File: config.mk
export PLATFORM = sky130hd
export DESIGN_NAME = ir_remote_pulse_generator_flat
export DESIGN_NICKNAME = d
export VERILOG_FILES = /design/src/hdl/irpg_pkg.sv /design/src/hdl/irpg_if.sv /design/src/hdl/ir_remote_pulse_generator.sv /design/src/flat_wrapper.sv
export SDC_FILE = /design/constraint.sdc
export NUM_CORES = 1
export LEC_CHECK = 0
export BUFFER_PORTS_ARGS = -buffer_cell sky130_fd_sc_hd__buf_2
export CAP_MARGIN = 20
export CORE_MARGIN = 2
export CORE_UTILIZATION = 40
export DETAILED_ROUTE_END_ITERATION = 8
export HOLD_SLACK_MARGIN = 0.05
export PLACE_DENSITY = 0.55
export RECOVER_POWER = 25
export SLEW_MARGIN = 20
export SYNTH_ARGS = -nofsm -noshare
export SYNTH_HDL_FRONTEND = slang
export SYNTH_SLANG_ARGS = --single-unit
File: constraint.sdc
create_clock -name clk -period 8 [get_ports clk]
set_input_delay 2 -clock clk [delete_from_list [all_inputs] [get_ports clk]]
set_output_delay 2 -clock clk [all_outputs]
set_load 0.01 [all_outputs]
File: src/hdl/irpg_pkg.sv
// Shared types and constants of the infrared remote pulse generator.
// Used by the channel interfaces and by the top level; depends on nothing.
package irpg_pkg;

	// Default largest frame length in bits.
	localparam int MAX_FRAME_BITS_DEF = 32;

	// Longest space sent in one word while the frame gap runs out.
	localparam int GAP_CHUNK = 32000;

	// Largest mark or space taken from a timing field.
	localparam int MARK_MAX = 32767;

	// Field widths of the configuration registers.
	localparam int TIMING_W = 30;
	localparam int TAIL_W   = 15;
	localparam int GAP_W    = 20;
	localparam int FIXED_W  = 32;
	localparam int COUNTS_W = 12;
	localparam int CFG_DATA_W = 32;
	localparam int CFG_IDX_W  = 3;

	// Register indexes of the configuration port.
	localparam logic [CFG_IDX_W-1:0] REG_HEADER = 3'd0;
	localparam logic [CFG_IDX_W-1:0] REG_ZERO   = 3'd1;
	localparam logic [CFG_IDX_W-1:0] REG_ONE    = 3'd2;
	localparam logic [CFG_IDX_W-1:0] REG_REPEAT = 3'd3;
	localparam logic [CFG_IDX_W-1:0] REG_TAIL   = 3'd4;
	localparam logic [CFG_IDX_W-1:0] REG_GAP    = 3'd5;
	localparam logic [CFG_IDX_W-1:0] REG_FIXED  = 3'd6;
	localparam logic [CFG_IDX_W-1:0] REG_COUNTS = 3'd7;

	// Input word kinds.
	localparam logic KIND_START   = 1'b0;
	localparam logic KIND_REQUEST = 1'b1;

	// Sequencer phases, one-hot.
	typedef enum logic [5:0] {
		PH_HEADER = 6'b000001,
		PH_HSPACE = 6'b000010,
		PH_DATA   = 6'b000100,
		PH_TAIL   = 6'b001000,
		PH_GAP    = 6'b010000,
		PH_DONE   = 6'b100000
	} phase_t;

	// Command word: start a frame or request the next duration.
	typedef struct packed {
		logic        kind;
		logic [31:0] code_value;
	} cmd_t;

	// Result word: one duration of the waveform.
	typedef struct packed {
		logic signed [15:0] duration;
		logic               frame_done;
	} rsp_t;

endpackage

File: src/hdl/irpg_if.sv
// Valid/ready channels of the infrared remote pulse generator.
// Depends on irpg_pkg for the payload types.
interface irpg_cmd_if;
	logic              valid;
	logic              ready;
	irpg_pkg::cmd_t    payload;

	modport source (output valid, output payload, input ready);
	modport sink (input valid, input payload, output ready);
endinterface

interface irpg_rsp_if;
	logic              valid;
	logic              ready;
	irpg_pkg::rsp_t    payload;

	modport source (output valid, output payload, input ready);
	modport sink (input valid, input payload, output ready);
endinterface

File: src/hdl/ir_remote_pulse_generator.sv
// Top level of the infrared remote pulse generator: frame packing, phase
// sequencer and duration output. Depends on irpg_pkg and irpg_if.sv.
//
//  channel  | direction | word
//  ---------+-----------+---------------------------------------------
//  cmd      | in        | kind, code_value (start or request)
//  rsp      | out       | duration (signed), frame_done
//  cfg_*    | in        | register write: cfg_we, cfg_index, cfg_data
//
// One word per cycle while the result register is not stalled: a command
// word is taken into the input register and then handled by one pass of
// short logic into the result register.
// A start word gives no result. Reset clears the sequencer, the configuration registers and the valid flags.
// A stalled result register holds its word and stops the input stage only
// when a request would need it.
module ir_remote_pulse_generator #(
	parameter int MAX_FRAME_BITS = irpg_pkg::MAX_FRAME_BITS_DEF
) (
	input  logic                                 clk,
	input  logic                                 arst_n,
	irpg_cmd_if.sink                             cmd,
	irpg_rsp_if.source                           rsp,
	input  logic                                 cfg_we,
	input  logic [irpg_pkg::CFG_IDX_W-1:0]       cfg_index,
	input  logic [irpg_pkg::CFG_DATA_W-1:0]      cfg_data
);

	localparam int STEP_W = $clog2(2 * MAX_FRAME_BITS + 1);
	localparam int IDX_W  = STEP_W - 1;
	localparam int FB_EXT = 2 ** IDX_W;
	localparam int TOT_W  = $clog2(MAX_FRAME_BITS + 1);
	localparam int ELAP_RUN = $clog2((2 * MAX_FRAME_BITS + 3) * irpg_pkg::MARK_MAX + 1);
	localparam int ELAP_W = (ELAP_RUN > irpg_pkg::GAP_W) ? ELAP_RUN : irpg_pkg::GAP_W;

	// Configuration registers.
	logic [irpg_pkg::TIMING_W-1:0] header_q, zero_q, one_q, repeat_q;
	logic [irpg_pkg::TAIL_W-1:0]   tail_q;
	logic [irpg_pkg::GAP_W-1:0]    gap_q;
	logic [irpg_pkg::FIXED_W-1:0]  fixed_q;
	logic [irpg_pkg::COUNTS_W-1:0] counts_q;

	always_ff @(posedge clk or negedge arst_n) begin
		if (!arst_n) begin
			header_q <= '0;
			zero_q   <= '0;
			one_q    <= '0;
			repeat_q <= '0;
			tail_q   <= '0;
			gap_q    <= '0;
			fixed_q  <= '0;
			counts_q <= '0;
		end else if (cfg_we) begin
			case (cfg_index)
				irpg_pkg::REG_HEADER: header_q <= cfg_data[irpg_pkg::TIMING_W-1:0];
				irpg_pkg::REG_ZERO:   zero_q   <= cfg_data[irpg_pkg::TIMING_W-1:0];
				irpg_pkg::REG_ONE:    one_q    <= cfg_data[irpg_pkg::TIMING_W-1:0];
				irpg_pkg::REG_REPEAT: repeat_q <= cfg_data[irpg_pkg::TIMING_W-1:0];
				irpg_pkg::REG_TAIL:   tail_q   <= cfg_data[irpg_pkg::TAIL_W-1:0];
				irpg_pkg::REG_GAP:    gap_q    <= cfg_data[irpg_pkg::GAP_W-1:0];
				irpg_pkg::REG_FIXED:  fixed_q  <= cfg_data[irpg_pkg::FIXED_W-1:0];
				irpg_pkg::REG_COUNTS: counts_q <= cfg_data[irpg_pkg::COUNTS_W-1:0];
				default: ;
			endcase
		end
	end

	// Handshake: the input register moves on when its word needs no result
	// slot or the result slot is free this cycle.
	logic           valid_s1;
	irpg_pkg::cmd_t cmd_s1;
	logic           rsp_valid_q;
	irpg_pkg::rsp_t rsp_q;
	logic           slot_free;
	logic           advance;
	logic           is_req;

	assign is_req    = (cmd_s1.kind == irpg_pkg::KIND_REQUEST);
	assign slot_free = !rsp_valid_q || rsp.ready;
	assign advance   = valid_s1 && (!is_req || slot_free);
	assign cmd.ready = !valid_s1 || advance;

	always_ff @(posedge clk or negedge arst_n) begin
		if (!arst_n) begin
			valid_s1 <= 1'b0;
		end else if (cmd.ready) begin
			valid_s1 <= cmd.valid;
		end
	end

	always_ff @(posedge clk) begin
		if (cmd.ready && cmd.valid) begin
			cmd_s1 <= cmd.payload;
		end
	end

	// Sequencer state.
	irpg_pkg::phase_t          phase_q;
	logic [STEP_W-1:0]         step_q;
	logic                      rep_q;
	logic [ELAP_W-1:0]         elapsed_q;
	logic [MAX_FRAME_BITS-1:0] bits_q;
	logic                      gap_started_q;

	// Frame packing: each bit position picks its source bit on its own.
	logic [5:0]                fix_cnt, code_cnt;
	logic [MAX_FRAME_BITS-1:0] packed_bits;
	logic [7:0]                pos, bsel;

	assign fix_cnt  = counts_q[5:0];
	assign code_cnt = counts_q[11:6];

	always_comb begin
		packed_bits = '0;
		pos  = '0;
		bsel = '0;
		for (int p = 0; p < MAX_FRAME_BITS; p++) begin
			pos = 8'(p);
			if (pos < {2'b00, fix_cnt}) begin
				bsel = {2'b00, fix_cnt} - 8'd1 - pos;
				packed_bits[p] = (bsel < 8'd32) ? fixed_q[bsel[4:0]] : 1'b0;
			end else if (pos < ({2'b00, fix_cnt} + {2'b00, code_cnt})) begin
				bsel = {2'b00, fix_cnt} + {2'b00, code_cnt} - 8'd1 - pos;
				packed_bits[p] = (bsel < 8'd32) ? cmd_s1.code_value[bsel[4:0]] : 1'b0;
			end
		end
	end

	// Clipped total bit count.
	logic [6:0]       tot_sum;
	logic [TOT_W-1:0] total;

	assign tot_sum = {1'b0, fix_cnt} + {1'b0, code_cnt};
	assign total   = (tot_sum > 7'(MAX_FRAME_BITS)) ? TOT_W'(MAX_FRAME_BITS)
		: TOT_W'(tot_sum);

	// One request: the finished-frame case first turns into a repeat header.
	irpg_pkg::phase_t  eff_phase, nx_phase;
	logic              eff_rep;
	logic [STEP_W-1:0] eff_step, nx_step, step_inc;
	logic [ELAP_W-1:0] eff_elapsed, nx_elapsed;
	logic [ELAP_W:0]   rest;
	logic [ELAP_W-1:0] gap_left;
	logic              nx_gap_started;
	logic [FB_EXT-1:0] bits_ext;
	logic              bit_one;
	logic [irpg_pkg::TIMING_W-1:0] bit_timing;
	logic [14:0]       len;
	logic              is_space;
	logic signed [15:0] dur;
	logic              done;

	assign bits_ext = FB_EXT'(bits_q);

	always_comb begin
		eff_phase   = phase_q;
		eff_rep     = rep_q;
		eff_step    = step_q;
		eff_elapsed = elapsed_q;
		if (phase_q == irpg_pkg::PH_DONE) begin
			eff_phase   = irpg_pkg::PH_HEADER;
			eff_rep     = 1'b1;
			eff_step    = '0;
			eff_elapsed = '0;
		end

		nx_phase       = eff_phase;
		nx_step        = eff_step;
		nx_elapsed     = eff_elapsed;
		nx_gap_started = gap_started_q;
		step_inc       = eff_step + STEP_W'(1);
		bit_one        = bits_ext[eff_step[STEP_W-1:1]];
		bit_timing     = bit_one ? one_q : zero_q;
		rest           = {1'b0, ELAP_W'(gap_q)} - {1'b0, eff_elapsed};
		gap_left       = eff_elapsed;
		len            = '0;
		is_space       = 1'b0;
		dur            = '0;
		done           = 1'b0;

		case (eff_phase)
			irpg_pkg::PH_HEADER: begin
				if (eff_rep) begin
					if (eff_step == '0) begin
						nx_step = STEP_W'(1);
						len     = repeat_q[14:0];
					end else begin
						nx_phase = irpg_pkg::PH_TAIL;
						len      = repeat_q[29:15];
						is_space = 1'b1;
					end
				end else begin
					nx_phase = irpg_pkg::PH_HSPACE;
					len      = header_q[14:0];
				end
			end
			irpg_pkg::PH_HSPACE: begin
				nx_phase = irpg_pkg::PH_DATA;
				len      = header_q[29:15];
				is_space = 1'b1;
			end
			irpg_pkg::PH_DATA: begin
				is_space = eff_step[0];
				len      = eff_step[0] ? bit_timing[29:15] : bit_timing[14:0];
				nx_step  = step_inc;
				if ({1'b0, step_inc} >= (STEP_W + 1)'({total, 1'b0})) begin
					nx_phase = irpg_pkg::PH_TAIL;
				end
			end
			irpg_pkg::PH_TAIL: begin
				nx_phase       = irpg_pkg::PH_GAP;
				nx_step        = '0;
				nx_gap_started = 1'b0;
				len            = tail_q;
			end
			default: begin
				// Gap: the frame remainder goes out in bounded spaces.
				if (!gap_started_q) begin
					gap_left       = rest[ELAP_W] ? '0 : rest[ELAP_W-1:0];
					nx_gap_started = 1'b1;
				end
			end
		endcase

		if (eff_phase == irpg_pkg::PH_GAP) begin
			if (gap_left > ELAP_W'(irpg_pkg::GAP_CHUNK)) begin
				nx_elapsed = gap_left - ELAP_W'(irpg_pkg::GAP_CHUNK);
				dur        = -16'sd32000;
			end else begin
				nx_elapsed = gap_left;
				nx_phase   = irpg_pkg::PH_DONE;
				dur        = -$signed(16'(gap_left));
				done       = 1'b1;
			end
		end else begin
			nx_elapsed = eff_elapsed + ELAP_W'(len);
			dur        = is_space ? -$signed({1'b0, len}) : $signed({1'b0, len});
		end
	end

	// State update: a start word resets the sequencer and loads the frame.
	always_ff @(posedge clk or negedge arst_n) begin
		if (!arst_n) begin
			phase_q       <= irpg_pkg::PH_HEADER;
			step_q        <= '0;
			rep_q         <= 1'b0;
			elapsed_q     <= '0;
			bits_q        <= '0;
			gap_started_q <= 1'b0;
		end else if (advance) begin
			if (!is_req) begin
				phase_q       <= irpg_pkg::PH_HEADER;
				step_q        <= '0;
				rep_q         <= 1'b0;
				elapsed_q     <= '0;
				bits_q        <= packed_bits;
				gap_started_q <= 1'b0;
			end else begin
				phase_q       <= nx_phase;
				step_q        <= nx_step;
				rep_q         <= eff_rep;
				elapsed_q     <= nx_elapsed;
				gap_started_q <= nx_gap_started;
			end
		end
	end

	// Result register.
	always_ff @(posedge clk or negedge arst_n) begin
		if (!arst_n) begin
			rsp_valid_q <= 1'b0;
		end else if (slot_free) begin
			rsp_valid_q <= advance && is_req;
		end
	end

	always_ff @(posedge clk) begin
		if (advance && is_req) begin
			rsp_q.duration   <= dur;
			rsp_q.frame_done <= done;
		end
	end

	assign rsp.valid   = rsp_valid_q;
	assign rsp.payload = rsp_q;

endmodule
File: src/flat_wrapper.sv
// flat-port wrapper written by rule: the top's interface ports become plain ports
module ir_remote_pulse_generator_flat 
#(
	parameter int MAX_FRAME_BITS = irpg_pkg::MAX_FRAME_BITS_DEF
)
  (clk, arst_n, cfg_we, cfg_index, cfg_data, cmd_valid, cmd_payload, cmd_ready, rsp_valid, rsp_payload, rsp_ready);
  irpg_cmd_if cmd_i ();
  irpg_rsp_if rsp_i ();
  input  logic clk;
  input  logic arst_n;
  input  logic cfg_we;
  input  logic [irpg_pkg::CFG_IDX_W-1:0] cfg_index;
  input  logic [irpg_pkg::CFG_DATA_W-1:0] cfg_data;
  input wire logic [$bits(cmd_i.valid)-1:0] cmd_valid;
  input wire logic [$bits(cmd_i.payload)-1:0] cmd_payload;
  output wire logic [$bits(cmd_i.ready)-1:0] cmd_ready;
  output wire logic [$bits(rsp_i.valid)-1:0] rsp_valid;
  output wire logic [$bits(rsp_i.payload)-1:0] rsp_payload;
  input wire logic [$bits(rsp_i.ready)-1:0] rsp_ready;
  assign cmd_i.valid = cmd_valid;
  assign cmd_i.payload = cmd_payload;
  assign cmd_ready = cmd_i.ready;
  assign rsp_valid = rsp_i.valid;
  assign rsp_payload = rsp_i.payload;
  assign rsp_i.ready = rsp_ready;
  ir_remote_pulse_generator #(.MAX_FRAME_BITS(MAX_FRAME_BITS)) u_core (.clk(clk), .arst_n(arst_n), .cmd(cmd_i), .rsp(rsp_i), .cfg_we(cfg_we), .cfg_index(cfg_index), .cfg_data(cfg_data));
endmodule
==> metrics.cfg, run 1 <==
[die]
die_y_um=254
dieWidth_um=254
die_area_mm2=0.0644
core_area_mm2=0.0617
initial_core_util_pct=40.4
io_pins=92
rows=91

[global_route]
grt_pass1_wl_um=138000
grt_pass1_vias=20939
antenna_found_initial=1
grt_remaining_overflow=0
grt_usage_pct=28.5
grt_max_degree=160

[detailed_routing]
drtPass1Iterations=8
vias=21926
drc=0
drt_iter0_markers=2156
ant_nets=0
wirelength_um=92200
detail_route.wl_per_cell_um=26.0
vias_per_cell=6.19

[clock_tree]
cts_resized=0
root_buffer=clkbuf_16
cts_inserted_buffers=38
clk_pin_slew_worst_paths_ns=0.06
ctsHoldBuffers=0
clock_latency_ns=0.60
post-cts-setup-buffer-count=0
cts_buffer_depth=3
htreeDepth=2
tritoncts=yes
cts_sinks=320

[synthesis]
synth_ff_type=dfrtp_1
ys_top_cells_by_count=dfrtp_1, nand2_1, mux2_2
seq_area_frac_synth_pct=33.1
synth_area_mm2=0.0250
yosysTopAreaCell=dfrtp_1
syn_nets=2822
ys_seq_elements=320
synth-edff-count=50
synth_top_area_share_pct=27.0
synthArstFlopShare_pct=84.4
netlist-cell-type-count=97
synthCells=2644
ys_top_cells_by_area=dfrtp_1, mux2_2, mux2i_1
syn_area_per_cell_um2=9.44
synth.most_common_cell=dfrtp_1
yosysWarningCount=0

[timing]
finalSetupViolCount=0
min_period_over_period_pct=84.0
worstMarginPinSlew_ns=5.43
period_minus_slack_ns=6.72
slew_violations=113
fin_setup_tns_ns=0
slew_headroom_pct=-262
finalHoldViolCount=0
rsz0062_at_grt=false
finClkSkew_ns=0.0476
max_clock_freq_mhz=149

[placement]
hpwl_um=70100
port_buffers=91
gp_congestion=0.991

[run_status]
status=finished with violations
violations=capacitance limit, slew limit

[final_layout]
syn2layout_area_growth_pct=11.3
drive_above_1_share_pct=20.1
layout.nets=2857
seq_area_mm2=0.00826
multiInputGateArea_mm2=0.0159
nFillCells=5986

[setup_path]
cp.required_ns=8.41
start_kind=flop
cp_max_fo=11
cp.arrival_ns=7.14
end_kind=flop
crit_type=reg2reg

[min_path]
min_path_type=reg2reg

[run]
cap_violations=1

-- registers in the layout (all words and copies together) (netlist names), 7 cells and up --
register,count
u_core.bits_q,32
u_core.cmd_s1,32
u_core.fixed_q,32
u_core.header_q,30
u_core.one_q,30
u_core.repeat_q,30
u_core.zero_q,30
u_core.elapsed_q,22
u_core.gap_q,20
u_core.rsp.payload,17
u_core.tail_q,15
u_core.counts_q,12
u_core.step_q,7
-- layout by cell type, fill, tap and decap left out, types with 13 or more instances in the layout --
cell | netlist | final
a211oi_1 | 24 | 23
buf_2 | 14 | 86
and2_1 | 13 | 13
mux2i_1 | 157 | 157
nand3_1 | 56 | 56
buf_4 | 2 | 59
inv_1 | 69 | 69
a31oi_1 | 40 | 40
o22ai_1 | 14 | 14
nand4_1 | 16 | 16
a2111oi_0 | 18 | 15
o21ai_0 | 177 | 176
nand2b_1 | 23 | 22
xnor2_1 | 134 | 129
nor3_1 | 55 | 52
and3_1 | 19 | 19
dfrtp_1 | 269 | 269
nor2_1 | 125 | 125
mux4_2 | 41 | 41
edfxtp_1 | 50 | 50
a222oi_1 | 13 | 13
a22o_1 | 17 | 17
clkbuf_16 | 0 | 41
mux2_2 | 235 | 235
nor4_1 | 26 | 24
a21oi_1 | 180 | 180
ha_1 | 102 | 100
a21o_1 | 24 | 24
o21ai_1 | 15 | 16
nor2b_1 | 24 | 24
nand2_1 | 261 | 261
a22oi_1 | 27 | 27
o2111ai_1 | 13 | 13
xor2_1 | 43 | 43
-- path summary, 6_finish.rpt --
kind / startpoint / end / slack (ns) / cells after the start
max: u_core.phase_q[1] / u_core.elapsed_q[19] / 1.28 / 19
min: u_core.bits_q[5] / u_core.bits_q[5] / 0.47 / 2
max reg2reg: u_core.phase_q[1] / u_core.elapsed_q[19] / 1.28 / 19
min reg2reg: u_core.bits_q[5] / u_core.bits_q[5] / 0.47 / 2
max in group asynchronous: arst_n / u_core.bits_q[31] / 1.36 / 1
min in group asynchronous: arst_n / u_core.elapsed_q[6] / 3.55 / 1
-- metrics by stage --
| stage | instance area, um^2 | hold slack [ns] | util, % | setup WS, ns | std cells |
|---|---|---|---|---|---|
| detailed placement | 26400 | 0.463 | 42.8 | 1.41 | 3476 |
| finish | 27800 | 0.475 | 45.0 | 1.28 | 3545 |
| CTS | 27800 | 0.478 | 45.0 | 1.40 | 3544 |
| global placement | 26400 | 0.462 | 42.8 | 1.69 | 3476 |
| floorplan | 25000 | 0.441 | - | 2.39 | 2644 |
| global route | 27800 | 0.499 | 45.0 | 0.385 | 3544 |
-- logic make-up (layout without fill, tap and decap cells) --
logic type | Yosys count | count (layout) | synth area share (%)
DFF | 320 | 320 | 33.1
AOI/OAI and AO/OA | 689 | 689 | 17.8
muxes | 433 | 433 | 20.6
and+or+nand+nor | 686 | 686 | 13.2
xor gates and xnor gates | 178 | 178 | 6.30
other | 0 | 1 | 0
adders and majority gates | 105 | 105 | 5.35
buffers and inverters | 233 | 296 | 3.67
-- worst max-delay path: stages, from the launching register on --
cell and delay, ns:
dfrtp_1 0.48, or4_1 0.76, o22ai_1 0.81, nand2_1 0.41, a22o_1 0.29, a22oi_1 0.15, o21ai_0 0.23, a211oi_1 0.58
inv_1 0.10, ha_1 0.36, a31oi_1 0.14, a211oi_1 0.35, a21oi_1 0.17, o21ai_0 0.29, o41ai_1 0.15, o21ai_0 0.70
nand2_1 0.14, xor2_1 0.17, a22oi_1 0.16, o21ai_0 0.10
-- metal layers --
layer	wire, um	vias to the layer above	GRT usage [%]
met4	1780	0	6.08
met3	6480	99	4.72
met1	42600	11149	41.7
li1	-	9897	-
met5	0	-	0
met2	41300	781	44.1
-- final cells by class --
type / instances / share of cell area (%)
multi-input cells: 2091 / 57.2
flip-flops and latches: 320 / 29.7
clock buffers: 54 / 4.10
well taps: 837 / 3.77
repair buffers: 152 / 3.33
inverters: 76 / 1.03
clock inverters: 14 / 0.887
diodes: 1 / 0.00901
Power of run 1 is not shown: default switching activity piles up to over one toggle a cycle in this logic, so the estimate is an artifact.
==> inputs of run 2 (changes only) <==
==> constraint.sdc (replaced) <==
create_clock -name clk -period 6.3 [get_ports clk]
set_input_delay 1.575 -clock clk [delete_from_list [all_inputs] [get_ports clk]]
set_output_delay 1.575 -clock clk [all_outputs]
set_load 0.01 [all_outputs]
==> run 2 against run 1 <==
Effect of this change:
- the flow still finishes with violations (capacitance limit, slew limit)
- routed wire length increased by 2.3%
- sequential cell count stayed put
- global-route usage up 0.38 points
- maximum frequency increased by 13%
- sequential share of layout area is 0.15 points lower
- non-clock buffer count grew 32
- worst hold slack better by 0.018 ns
- register-to-register slack worse by 0.91 ns
- count of clock-buffer cells in the layout shrank 5
- final cell count is 0.87% higher
- clock skew fell by 0.016 ns
- via count is 1.2% higher
- critical path type unchanged
==> metrics.cfg, run 2 (synthesized netlist as in run 1, its figures left out) <==
[timing]
slew_violations=122  ; +8.0%
finClkSkew_ns=0.0319  ; -0.0157 ns
fin_setup_tns_ns=0  ; unchanged
rsz0062_at_grt=false
period_minus_slack_ns=5.93  ; -0.788 ns
min_period_over_period_pct=94.2  ; +10 points
finalHoldViolCount=0  ; unchanged
slew_headroom_pct=-201  ; +61 points
finalSetupViolCount=0  ; unchanged
max_clock_freq_mhz=169  ; +13%
worstMarginPinSlew_ns=4.51  ; -0.916 ns

[setup_path]
cp_max_fo=10  ; -1
start_kind=flop
cp.required_ns=6.75  ; -1.66 ns
reg2reg_to=u_core.elapsed_q[18]
timing.rr.start=u_core.phase_q[1]
reg2regPathDepth=21  ; +2
r2r_slack_ns=0.37  ; -0.91 ns
end_kind=flop
cp.arrival_ns=6.39  ; -0.75 ns
crit_type=reg2reg

[clock_tree]
clock_latency_ns=0.58  ; -0.02 ns
cts_inserted_buffers=38  ; unchanged
clk_pin_slew_worst_paths_ns=0.06  ; about the same
root_buffer=clkbuf_16
cts_sinks=320  ; unchanged
htreeDepth=2  ; unchanged
cts_buffer_depth=3  ; unchanged
tritoncts=yes
post-cts-setup-buffer-count=0  ; unchanged

[die]
core_area_mm2=0.0617  ; unchanged
io_pins=92  ; unchanged
initial_core_util_pct=40.4  ; unchanged
die_area_mm2=0.0644  ; unchanged
die_y_um=254  ; unchanged
dieWidth_um=254  ; unchanged
rows=91  ; unchanged

[final_layout]
layout_common_cells=dfrtp_1, nand2_1, mux2_2
nFillCells=5970  ; -0.27%
layout_commonest_cell=dfrtp_1
drive_above_1_share_pct=21.2  ; +1.1 points
top_regs=u_core.bits_q: 32 flops, u_core.cmd_s1: 32 flops, u_core.fixed_q: 32 flops
layout.nets=2889  ; +1.1%
syn2layout_area_growth_pct=11.9
diodes=0  ; -1

[detailed_routing]
drt_iter0_markers=2350  ; +9.0%
drc=0  ; unchanged
vias_per_cell=6.20  ; +0.29%
detail_route.wl_per_cell_um=26.4  ; +1.5%
drtPass1Iterations=6  ; -2
ant_nets=0  ; unchanged
vias=22182  ; +1.2%
wirelength_um=94400  ; +2.3%

[min_path]
hold_start=u_core.bits_q[5]
hold_end=u_core.bits_q[5]
min_path_type=reg2reg
min_path_cells=2  ; unchanged

[run_status]
status=finished with violations
violations=capacitance limit, slew limit

[global_route]
grt_remaining_overflow=0  ; unchanged
grt_pass1_wl_um=139000  ; +0.62%
grt_pass1_vias=20920  ; -0.091%
grt_max_degree=165  ; +3.1%
grt_usage_pct=28.9  ; +0.38 points
antenna_found_initial=4  ; +3

[run]
cap_violations=2  ; +1

[placement]
hpwl_um=71300  ; +1.8%
port_buffers=91  ; unchanged
gp_congestion=0.948  ; -4.3%

==> run 2: area by class of cell <==
type	instances	area [um^2]	share of cell area [%]
multi-input combinational	2091	15900	56.9
sequential	320	8260	29.6
timing repair buffer	184	1180	4.24
clock buffer	49	1080	3.88
tap	837	1050	3.75
inverter	76	285	1.02
clock inverter	19	178	0.636
==> run 2: per-stage QoR <==
step | hold WS [ns] | instances | utilization [%] | instance area (um^2) | setup slack [ns]
2_1_floorplan | 0.441 | 2644 | - | 25000 | 0.691
3_3_place_gp | 0.465 | 3508 | 43.2 | 26700 | 0.421
3_5_place_dp | 0.467 | 3508 | 43.2 | 26700 | 0.317
4_1_cts | 0.488 | 3576 | 45.3 | 27900 | 0.242
5_1_grt | 0.511 | 3576 | 45.3 | 27900 | 0.0215
6_report | 0.493 | 3576 | 45.3 | 27900 | 0.366
==> run 2: worst max-delay path by stage <==
stage                                 to  slack, ns         startpoint  cells past startpoint
finish              u_core.elapsed_q[18]       0.37  u_core.phase_q[1]                     21
global route             u_core.gap_q[4]       0.02             arst_n                      1
CTS                 u_core.elapsed_q[18]       0.24  u_core.phase_q[1]                     21
detailed placement  u_core.elapsed_q[18]       0.32  u_core.phase_q[1]                     21
global placement    u_core.elapsed_q[19]       0.42  u_core.phase_q[1]                     18
floorplan           u_core.elapsed_q[16]       0.69  u_core.phase_q[5]                     24
==> run 2: layer usage <==
layer | wire [um] | up-vias | part of all wire (%) | global-route usage, %
li1 | - | 9970 | - | -
met1 | 44800 | 11225 | 47 | 44.0
met2 | 41200 | 875 | 44 | 43.4
met3 | 6780 | 108 | 7.2 | 4.44
met4 | 1540 | 4 | 1.6 | 5.21
met5 | 27 | - | 0.029 | 0
==> run 2: repair_timing <==
action	in CTS	in global routing
endpoints found under the setup margin	0	7
hold buffers	0	0
resized for setup	0	3
==> run 2: worst max-delay path, cell delays in order, from the launching register on <==
cell	delay [ns]
dfrtp_1	0.49
or4_1	0.75
o21ai_2	0.31
ha_1	0.26
inv_1	0.28
o21ai_0	0.25
a31oi_1	0.10
a221oi_1	0.25
o21ai_0	0.28
ha_1	0.30
fa_1	0.41
a21o_1	0.18
a21o_1	0.22
a21oi_1	0.25
nor3_1	0.12
o41ai_2	0.46
a21oi_1	0.20
nand2_1	0.13
nor2_1	0.05
xor2_1	0.13
and3_1	0.17
a211o_1	0.22
Power of run 2 is left out for the same reason.
